**src/hw/rtl/ms_tick_scheduler_rtc_macros.svh**
```systemverilog
// ----------------------------------------------------------------------------
// ms_tick_scheduler_rtc_macros.svh
// Assertion macros for the millisecond tick scheduler; clock clk, reset rst.
// ----------------------------------------------------------------------------
`ifndef MS_TICK_SCHEDULER_RTC_MACROS_SVH
`define MS_TICK_SCHEDULER_RTC_MACROS_SVH

`ifndef ASSERT_OFF

// Condition holds at every clock edge out of reset.
`define MTSR_ASSERT_ALWAYS(lbl, cond, msg) \
  lbl: assert property (@(posedge clk) disable iff (rst) (cond)) else $error(msg);

// Consequence holds in the cycle after the antecedent.
`define MTSR_ASSERT_NEXT(lbl, ante, cons, msg) \
  lbl: assert property (@(posedge clk) disable iff (rst) (ante) |=> (cons)) else $error(msg);

`else

`define MTSR_ASSERT_ALWAYS(lbl, cond, msg)
`define MTSR_ASSERT_NEXT(lbl, ante, cons, msg)

`endif

`endif

```
**src/hw/rtl/mtsr_pkg.sv**
```systemverilog
// ----------------------------------------------------------------------------
// mtsr_pkg
// Types and constants shared by the tick scheduler modules.
// ----------------------------------------------------------------------------
package mtsr_pkg;

  localparam int SUB_W   = 10;
  localparam int HOURS_W = 5;
  localparam int MIN_W   = 6;
  localparam int SEC_W   = 6;
  localparam int FLAGS_W = 3;

  localparam int IN_TDATA_W  = 24;
  localparam int OUT_TDATA_W = 56;

  localparam logic [MIN_W-1:0]   MINUTES_PER_HOUR   = 6'd60;
  localparam logic [SEC_W-1:0]   SECONDS_PER_MINUTE = 6'd60;
  localparam logic [HOURS_W-1:0] HOURS_PER_DAY      = 5'd24;

  // Residue counters that track the sub-second count modulo each task period
  localparam logic [2:0] PERIOD_5_LAST   = 3'd4;
  localparam logic [5:0] PERIOD_50_LAST  = 6'd49;
  localparam logic [8:0] PERIOD_500_LAST = 9'd499;

  // Flag bit positions
  localparam int FLAG_5MS   = 0;
  localparam int FLAG_50MS  = 1;
  localparam int FLAG_500MS = 2;

  typedef struct packed {
    logic               tick;
    logic [FLAGS_W-1:0] ack_mask;
    logic               set_time;
    logic [HOURS_W-1:0] new_hours;
    logic [MIN_W-1:0]   new_minutes;
    logic [SEC_W-1:0]   new_seconds;
  } in_item_t;

  typedef struct packed {
    logic [31:0]        ms_count;
    logic [FLAGS_W-1:0] pending;
    logic [HOURS_W-1:0] hours_now;
    logic [MIN_W-1:0]   minutes_now;
    logic [SEC_W-1:0]   seconds_now;
  } result_t;

endpackage

```
**src/hw/rtl/mtsr_in_stage.sv**
```systemverilog
// ----------------------------------------------------------------------------
// mtsr_in_stage
// Input register: captures one word per cycle while the core keeps taking them, holds it until the core takes it.
// ----------------------------------------------------------------------------
module mtsr_in_stage (
  input  logic               clk,
  input  logic               rst,
  input  logic               in_valid,
  output logic               in_ready,
  input  mtsr_pkg::in_item_t in_item,
  input  logic               take,
  output logic               item_valid,
  output mtsr_pkg::in_item_t item
);
  import mtsr_pkg::*;

  assign in_ready = !item_valid || take;

  always_ff @(posedge clk) begin
    if (rst) begin
      item_valid <= 1'b0;
    end else if (in_valid && in_ready) begin
      item_valid <= 1'b1;
    end else if (take) begin
      item_valid <= 1'b0;
    end
  end

  always_ff @(posedge clk) begin
    if (in_valid && in_ready) begin
      item <= in_item;
    end
  end

endmodule

```
**src/hw/rtl/mtsr_core.sv**
```systemverilog
// ----------------------------------------------------------------------------
// mtsr_core
// Clock state, task flags and the single-pass update for one input word.
// ----------------------------------------------------------------------------
`include "ms_tick_scheduler_rtc_macros.svh"

module mtsr_core #(
  parameter int TICKS_PER_SECOND = 1000
) (
  input  logic               clk,
  input  logic               rst,
  input  logic               step,
  input  mtsr_pkg::in_item_t item,
  output mtsr_pkg::result_t  result
);
  import mtsr_pkg::*;

  localparam logic [SUB_W-1:0] SUB_LAST = SUB_W'(TICKS_PER_SECOND - 1);

  logic [31:0]        ms_total;
  logic [SUB_W-1:0]   sub_second;
  logic [2:0]         res_5;
  logic [5:0]         res_50;
  logic [8:0]         res_500;
  logic [HOURS_W-1:0] hours_reg;
  logic [MIN_W-1:0]   minutes_reg;
  logic [SEC_W-1:0]   seconds_reg;
  logic [FLAGS_W-1:0] task_flags;

  logic [31:0]        ms_total_next;
  logic [SUB_W-1:0]   sub_second_next;
  logic [2:0]         res_5_next;
  logic [5:0]         res_50_next;
  logic [8:0]         res_500_next;
  logic [HOURS_W-1:0] hours_next;
  logic [MIN_W-1:0]   minutes_next;
  logic [SEC_W-1:0]   seconds_next;
  logic [FLAGS_W-1:0] flags_raised;

  logic               sub_wrap;
  logic [HOURS_W-1:0] hours_ld;
  logic [MIN_W-1:0]   minutes_ld;
  logic [SEC_W-1:0]   seconds_ld;
  logic [SEC_W-1:0]   sec_a;
  logic [MIN_W-1:0]   min_a;
  logic [HOURS_W-1:0] hour_a;

  always_comb begin
    hours_ld   = item.set_time ? item.new_hours   : hours_reg;
    minutes_ld = item.set_time ? item.new_minutes : minutes_reg;
    seconds_ld = item.set_time ? item.new_seconds : seconds_reg;

    sub_wrap = (sub_second == SUB_LAST);

    // Cascade seconds -> minutes -> hours; out-of-range values fold to zero
    sec_a  = sub_wrap ? seconds_ld + SEC_W'(1) : seconds_ld;
    min_a  = minutes_ld;
    hour_a = hours_ld;
    if (sec_a >= SECONDS_PER_MINUTE) begin
      sec_a = '0;
      min_a = minutes_ld + MIN_W'(1);
    end
    if (min_a >= MINUTES_PER_HOUR) begin
      min_a  = '0;
      hour_a = hours_ld + HOURS_W'(1);
    end
    if (hour_a >= HOURS_PER_DAY) begin
      hour_a = '0;
    end

    if (item.tick) begin
      ms_total_next   = ms_total + 32'd1;
      sub_second_next = sub_wrap ? '0 : sub_second + SUB_W'(1);
      res_5_next      = (sub_wrap || res_5 == PERIOD_5_LAST) ? '0 : res_5 + 3'd1;
      res_50_next     = (sub_wrap || res_50 == PERIOD_50_LAST) ? '0 : res_50 + 6'd1;
      res_500_next    = (sub_wrap || res_500 == PERIOD_500_LAST) ? '0 : res_500 + 9'd1;
      flags_raised    = task_flags;
      flags_raised[FLAG_5MS]   = task_flags[FLAG_5MS]   | (res_5 == '0);
      flags_raised[FLAG_50MS]  = task_flags[FLAG_50MS]  | (res_50 == '0);
      flags_raised[FLAG_500MS] = task_flags[FLAG_500MS] | (res_500 == '0);
      hours_next      = hour_a;
      minutes_next    = min_a;
      seconds_next    = sec_a;
    end else begin
      ms_total_next   = ms_total;
      sub_second_next = sub_second;
      res_5_next      = res_5;
      res_50_next     = res_50;
      res_500_next    = res_500;
      flags_raised    = task_flags;
      hours_next      = hours_ld;
      minutes_next    = minutes_ld;
      seconds_next    = seconds_ld;
    end

    result.ms_count    = ms_total_next;
    result.pending     = flags_raised;
    result.hours_now   = hours_next;
    result.minutes_now = minutes_next;
    result.seconds_now = seconds_next;
  end

  always_ff @(posedge clk) begin
    if (rst) begin
      ms_total    <= '0;
      sub_second  <= '0;
      res_5       <= '0;
      res_50      <= '0;
      res_500     <= '0;
      hours_reg   <= '0;
      minutes_reg <= '0;
      seconds_reg <= '0;
      task_flags  <= '0;
    end else if (step) begin
      ms_total    <= ms_total_next;
      sub_second  <= sub_second_next;
      res_5       <= res_5_next;
      res_50      <= res_50_next;
      res_500     <= res_500_next;
      hours_reg   <= hours_next;
      minutes_reg <= minutes_next;
      seconds_reg <= seconds_next;
      // Clear acknowledged flags after they have been reported
      task_flags  <= flags_raised & ~item.ack_mask;
    end
  end

  `MTSR_ASSERT_ALWAYS(a_sub_in_range, sub_second <= SUB_LAST, "sub-second count out of range")
  `MTSR_ASSERT_ALWAYS(a_res_aligned, (sub_second != '0) || (res_5 == '0 && res_50 == '0 && res_500 == '0), "residue counters not aligned at second start")
  `MTSR_ASSERT_NEXT(a_ms_advance, step && item.tick, ms_total == $past(ms_total) + 32'd1, "ms count did not advance on tick")
  `MTSR_ASSERT_NEXT(a_ack_clears, step && item.ack_mask[FLAG_5MS], !task_flags[FLAG_5MS], "acknowledged 5 ms flag still set")

endmodule

```
**src/hw/rtl/mtsr_out_stage.sv**
```systemverilog
// ----------------------------------------------------------------------------
// mtsr_out_stage
// Result register: holds one result word until the downstream side takes it.
// ----------------------------------------------------------------------------
module mtsr_out_stage (
  input  logic              clk,
  input  logic              rst,
  input  logic              load,
  input  mtsr_pkg::result_t result_in,
  output logic              out_valid,
  input  logic              out_ready,
  output logic              can_load,
  output mtsr_pkg::result_t result_q
);
  import mtsr_pkg::*;

  assign can_load = !out_valid || out_ready;

  always_ff @(posedge clk) begin
    if (rst) begin
      out_valid <= 1'b0;
    end else if (load) begin
      out_valid <= 1'b1;
    end else if (out_ready) begin
      out_valid <= 1'b0;
    end
  end

  always_ff @(posedge clk) begin
    if (load) begin
      result_q <= result_in;
    end
  end

endmodule

```
**src/hw/rtl/ms_tick_scheduler_rtc.sv**
```systemverilog
// ----------------------------------------------------------------------------
// ms_tick_scheduler_rtc
// Millisecond tick scheduler with 5/50/500 ms task flags and time of day.
// ----------------------------------------------------------------------------
// Takes one input word per clock and returns one result word for each. A word
// sits in the input register while a single pass of counter logic computes
// its state update; the result register loads when the word leaves the input
// register, so m_tvalid rises once the result register holds the result, which
// can be taken from there. That single pass sets the sustained rate at one
// word per cycle while the result side keeps up; a stalled result register
// holds the input register and drops s_tready.
// Task flags read as raised before the word's ack_mask clears them.
module ms_tick_scheduler_rtc #(
  parameter int TICKS_PER_SECOND = 1000
) (
  input  logic                            clk,
  input  logic                            rst,
  input  logic                            s_tvalid,
  output logic                            s_tready,
  // tick[0], ack_mask[3:1], new_hours[8:4], new_minutes[14:9], new_seconds[20:15]
  input  logic [mtsr_pkg::IN_TDATA_W-1:0] s_tdata,
  // set_time[0]
  input  logic                            s_tuser,
  output logic                            m_tvalid,
  input  logic                            m_tready,
  // ms_count[31:0], pending_5ms[32], pending_50ms[33], pending_500ms[34],
  // hours_now[39:35], minutes_now[45:40], seconds_now[51:46]
  output logic [mtsr_pkg::OUT_TDATA_W-1:0] m_tdata
);
  import mtsr_pkg::*;

  in_item_t in_item;
  in_item_t item;
  result_t  result;
  result_t  result_q;
  logic     item_valid;
  logic     can_load;
  logic     step;

  always_comb begin
    in_item.tick        = s_tdata[0];
    in_item.ack_mask    = s_tdata[3:1];
    in_item.new_hours   = s_tdata[8:4];
    in_item.new_minutes = s_tdata[14:9];
    in_item.new_seconds = s_tdata[20:15];
    in_item.set_time    = s_tuser;
  end

  assign step = item_valid && can_load;

  mtsr_in_stage u_in (
    .clk        (clk),
    .rst        (rst),
    .in_valid   (s_tvalid),
    .in_ready   (s_tready),
    .in_item    (in_item),
    .take       (step),
    .item_valid (item_valid),
    .item       (item)
  );

  mtsr_core #(
    .TICKS_PER_SECOND (TICKS_PER_SECOND)
  ) u_core (
    .clk    (clk),
    .rst    (rst),
    .step   (step),
    .item   (item),
    .result (result)
  );

  mtsr_out_stage u_out (
    .clk       (clk),
    .rst       (rst),
    .load      (step),
    .result_in (result),
    .out_valid (m_tvalid),
    .out_ready (m_tready),
    .can_load  (can_load),
    .result_q  (result_q)
  );

  assign m_tdata = {4'b0, result_q.seconds_now, result_q.minutes_now, result_q.hours_now,
                    result_q.pending[FLAG_500MS], result_q.pending[FLAG_50MS],
                    result_q.pending[FLAG_5MS], result_q.ms_count};

endmodule
```
**config.mk**
```make
export PLATFORM = sky130hd
export DESIGN_NAME = ms_tick_scheduler_rtc
export DESIGN_NICKNAME = d
export VERILOG_FILES = /design/src/hw/rtl/mtsr_pkg.sv /design/src/hw/rtl/mtsr_in_stage.sv /design/src/hw/rtl/mtsr_core.sv /design/src/hw/rtl/mtsr_out_stage.sv /design/src/hw/rtl/ms_tick_scheduler_rtc.sv
export VERILOG_INCLUDE_DIRS = /design/src /design/src/hw/rtl
export SDC_FILE = /design/constraint.sdc
export NUM_CORES = 1
export LEC_CHECK = 0
export ABC_CLOCK_PERIOD_IN_PS = 4700
export BUFFER_PORTS_ARGS = -buffer_cell sky130_fd_sc_hd__buf_4
export CORE_ASPECT_RATIO = 1.4
export CORE_MARGIN = 5
export CORE_UTILIZATION = 50
export DETAILED_ROUTE_END_ITERATION = 16
export PLACE_DENSITY = 0.75
export SLEW_MARGIN = 20
export SYNTH_ARGS = -nofsm -noshare
export SYNTH_HDL_FRONTEND = slang
export SYNTH_HIERARCHICAL = 1
export SYNTH_SLANG_ARGS = --single-unit
```
**constraint.sdc**
```tcl
create_clock -name clk -period 4.7 [get_ports clk]
set_clock_uncertainty 0.15 [all_clocks]
set_input_delay 0.705 -clock clk [delete_from_list [all_inputs] [get_ports clk]]
set_output_delay 0.705 -clock clk [all_outputs]
set_load 0.01 [all_outputs]
```
# Word-level counts from Yosys, hierarchy flattened
# Cells that the tools add are included.
# totals
ff_bits,156
input_bits,29
out_inout_bits,58
wordCells,79
# classes
add_sub_neg,8
n_lt_le_gt_ge,3
n_eq_ne,4
muxes,22
bitwise,5
n_reduce_logical,15
# op_table
op,count
two-way mux 6 bit,9
"adder 32 x 1 -> 32 bit, second input constant",1
two-way mux 32 bit,1
two-way mux 5 bit,4
"adder 6 x 1 -> 6 bit, second input constant",3
"greater-or-equal comparator 6 bit, second input constant",2
"adder 10 x 1 -> 10 bit, second input constant",1
"== test 10 bit, second input constant",1
two-way mux 10 bit,1
"adder 9 x 1 -> 9 bit, second input constant",1
"== test 9 bit, second input constant",1
logical NOT 9 bit,1
two-way mux 9 bit,1
"== test 6 bit, second input constant",1
logical NOT 6 bit,1
two-way mux 3 bit,2
"adder 5 x 1 -> 5 bit, second input constant",1
"greater-or-equal comparator 5 bit, second input constant",1
logical OR 1 bit,5
two-way mux 1 bit,4
nonzero test 2 bit,2
"adder 3 x 1 -> 3 bit, second input constant",1
AND 3 bit,1
"== test 3 bit, second input constant",1
6 further kinds,10

# Depth between registers and ports, before layout
# logic_depth
depth_word,10
depth_mapped,14
ltp_nobuf,10

# Cells and area by module
# The synthesis kept the hierarchy.
# by_module_without_submodules
module,n_inst,cells_each,area_per_inst_um2,seq_area_each_um2
mtsr_core,1,621,4887.2,1601.5
mtsr_out_stage,1,56,1607.8,1581.5
mtsr_in_stage,1,27,715.7,680.7
ms_tick_scheduler_rtc,1,6,40.0,0.0

# Least setup slack after synthesis
# No wires, ideal clock.
# synth_path
kind,input -> register
from,in m_tready
to,reg u_core.res_500[7]
arrival_time_ns,3.591
path_slack_ns,0.826
cell_stages,10
cell_sequence,nand2b_4 -> and2_1 -> clkbuf_1 -> clkinv_1 -> nor2_1 -> nand3_1 -> nor3_1 -> nand4_1 -> xor2_1 -> nor2_1
# synth_between
elab_chain_len,3
# synth_rtl
item,line,rtl
start: declaration,ms_tick_scheduler_rtc.sv:25,"input logic m_tready,"
logical OR 1 bit,mtsr_out_stage.sv:17,assign can_load = !out_valid || out_ready;
logical AND 1 bit,ms_tick_scheduler_rtc.sv:49,assign step = item_valid && can_load;
net step,ms_tick_scheduler_rtc.sv:38,logic step;
AND reduction 2 bit (no line),--,
end signal: assignment,mtsr_core.sv:119,res_500 <= res_500_next;
end: declaration,mtsr_core.sv:24,logic [8:0] res_500;
# The timed path passes the listed nets, and every way through them passes these cells.
# A chain may end at the register's enable or synchronous reset.

==> results by group <==
Outcome
  • Status: complete, no violations

Place
  • IO Port Bufs: 79
  • Placed inst area: 7980 µm²
  • Hpwl dp: 10.3 mm
  • Placed cell count: 954
  • Placement Setup Slack: 1.17 ns
  • RePlAce Congestion: 0.853

Floorplan
  • Core Rows: 52
  • Io pins: 87
  • Die height: 152 µm
  • Die X: 112 µm
  • Placeable Area: 14400 µm²
  • Die area: 17000 µm²
  • Starting density of the core: 50.4%

Layout
  • Area growth from synthesis to layout: 18.2%
  • Number of flip-flops in the largest register: 52
  • Largest register by flop count: u_out/result_q
  • Biggest regs: u_out/result_q x52, u_core/ms_total x32, u_in/item x22
  • Cell area after layout: 8570 µm²
  • Util after Layout: 59.6%
  • Nets@finish: 825
  • Share of layout cells above drive strength 1: 18.4%
  • Diodes inserted: 0
  • Final Instance Count excl. Fillers: 986
  • Layout fillers: 1171

Critical path
  • Worst path max stage delay: 0.64 ns
  • Worst Path Arrival: 3.57 ns
  • Worst R2R Start: u_in/item[17]
  • Setup crit end kind: register
  • Worst Setup Start Kind: register
  • CP Max Fanout: 11
  • Crit path capture: u_out/result_q[8]
  • R2R cell count: 10
  • Critical path's slowest cell: nor4_2
  • WS Path Type: register to register
  • CP Cell Sequence: mux2i_1 -> inv_1 -> ha_1 -> nand4_1 -> xor2_1 -> nand4_1 -> nor4_2 -> nor2_1 -> o21ai_0 -> o21ai_0
  • Crit. Startpoint: u_in/item[17]
  • R2R setup slack: 1.08 ns
  • WP data required: 4.66 ns
  • End of the worst register-to-register path: u_out/result_q[8]

Power
  • Leak: 3.34 nW
  • Sw Ratio: 24.3%
  • P_int: 2.39 mW
  • Pwr per Cell Area: 368 nW/µm²
  • Sw power: 0.767 mW
  • Comb pwr share: 8.9%
  • Clock power frac: 42.9%
  • VDD IR max: 0.000238 V
  • Seq pwr share: 48.2%
  • Power Total: 3.16 mW

Clocking
  • Hold buffer count at cts: 0
  • CTS buffer count: 17
  • CTS Sinks: 156
  • Number of post-CTS setup repair buffers: 0
  • Root Driver: clkbuf_16
  • CTS clk-pin slew, worst paths: 0.07 ns
  • CTS tree: done
  • Post-CTS sizing: 0
  • Clk_lat worst skew: 0.42 ns
  • Maximum clock path buffer count: 2
  • H-Tree Depth: 4

Detailed routing
  • Initial DRT Pass Iterations: 5
  • ANT nets after route: 0
  • First DRT Iteration DRCs: 365
  • Routed len/inst: 15.2 µm
  • Vias/cell: 5.57
  • Vias: 5490
  • Final WL: 15.0 mm
  • Post-route DRC violation count: 0

STA
  • Worst-Margin Slew: 0.661 ns
  • Fin crit share: 77.0%
  • Worst slew margin: 54.7%
  • Hold WS: 0.311 ns
  • Final worst slack: 1.08 ns
  • Fin. Hold Viols: 0
  • Final setup fails: 0
  • RSZ-0062 raised after global routing: no
  • Max Freq: 0.276 GHz
  • Final Slew Violations: 0
  • Post-layout min period: 3.62 ns
  • Fin Setup TNS: 0 ns

Yosys
  • Synth Register Bits: 156
  • Avg Cell Area, Syn: 10.2 µm²
  • Mapped Cells: 710
  • Synthesis Warnings: 6
  • Fraction of the yosys area taken by sequential cells: 53.3%
  • Post-synth top flop: dfxtp_1
  • Async SR Flop Fraction: 0%
  • Post-Syn Area: 7250 µm²
  • Cell variety after synth: 64
  • Post-synth EDFFs: 74

Global route
  • Antenna violations before repair: 0
  • Global-route wire length before repair: 24.8 mm
  • GRT Total Usage: 17.5%
  • Total grt overflow: 0
  • Vias in the first global route: 5360
  • Largest net degree at the start of global routing: 62

Hold path
  • HP Class: input port to register

Flow run
  • Max cap viols: 0
[critical path, delay by kind of cell, from the launching register on]
family                   cells  cell delay, ns
AND/OR/NAND/NOR              4            1.39
flip-flops                   1            0.53
AO/OA/AOI/OAI                2            0.38
multiplexers                 1            0.34
adder cells (fa/ha/maj)      1            0.22
XOR/XNOR                     1            0.21
buffers and inverters        1            0.08
[layout by cell type (no fill, tap or decap), drive strengths merged, types with 2 or more instances in the layout]
master and count:
a211oi 4, a21oi 36, a22oi 2, a311oi 3, a31o 2, a31oi 4, a41o 2, and2 6
and3 19, and3b 2, and4 5, buf 85, clkbuf 18, clkinv 2, clkinvlp 3, conb 4
dfxtp 82, edfxtp 74, ha 12, inv 25, mux2 8, mux2i 19, nand2 63, nand2b 4
nand3 26, nand3b 3, nand4 19, nor2 102, nor3 13, nor4 4, o21a 6, o21ai 24
o21bai 3, o22ai 6, or2 2, or3 14, or4 3, xnor2 21, xor2 54
[routing by layer]
layer | track usage (%) | wire [µm] | up-vias
li1 | - | - | 2655
met1 | 19.1 | 6060 | 2655
met2 | 31.4 | 7950 | 147
met3 | 4.21 | 587 | 33
met4 | 8.35 | 436 | 0
met5 | 0 | 0 | -
[Yosys cell counts (5+ instances only)]
cell       n  area share, %
and2_1     5           0.43
a21oi_1   34            2.3
nand3_1   26            1.8
nor2_1    99            5.1
o22ai_1    5           0.43
and3_1    19            1.6
nand4_1   19            1.6
mux2i_1   19            2.6
o21ai_0   21            1.4
ha_1      12            2.1
xnor2_1   21            2.5
o21a_1     6           0.62
or3_1     14            1.2
nor3_1    13           0.90
and4_1     5           0.60
buf_4      6           0.62
nand2_1   63            3.3
clkbuf_1  19           0.98
dfxtp_1   82             23
inv_1     15           0.78
xor2_1    54            6.5
mux2_2     8            1.2
edfxtp_1  74             31
[power by group through the flow]
stage	Sequential (mW)	Clock [mW]	Combinational (mW)
floorplan	1.56	0	0.162
global placement	1.55	0	0.271
detailed placement	1.55	0	0.279
CTS	1.52	1.38	0.281
global route	1.53	1.45	0.308
finish	1.52	1.35	0.280
[how the worst min path moves through the flow]
stage	cells past startpoint	slack, ns	from	endpoint
after detailed placement	2	0.31	u_core/seconds_reg[5]	u_core/seconds_reg[5]
final	1	0.31	s_tdata[18]	u_in/item[3]
after CTS	1	0.29	s_tdata[11]	u_in/item[8]
after floorplan	2	0.29	u_core/seconds_reg[5]	u_core/seconds_reg[5]
after global routing	1	0.29	s_tdata[18]	u_in/item[3]
after global placement	2	0.30	u_core/seconds_reg[5]	u_core/seconds_reg[5]
[area by class of cell]
cell class | count | area [µm²] | area share (%)
clock buffer | 18 | 450 | 5.26
clock inverter | 14 | 145 | 1.69
inverter | 17 | 63.8 | 0.745
multi-input combinational | 507 | 3170 | 37.0
tap | 189 | 236 | 2.76
sequential | 156 | 3860 | 45.1
timing repair buffer | 85 | 638 | 7.45
[cell families after synthesis]
family | synth area share [%]
adder cells (fa/ha/maj) | 2.07
AO/OA/AOI/OAI | 9.03
XOR/XNOR | 9.06
buffers and inverters | 3.14
flip-flops | 53.3
AND/OR/NAND/NOR | 19.5
other | 0.0517
multiplexers | 3.87
Note: power is estimated with default switching activity, not from simulation.
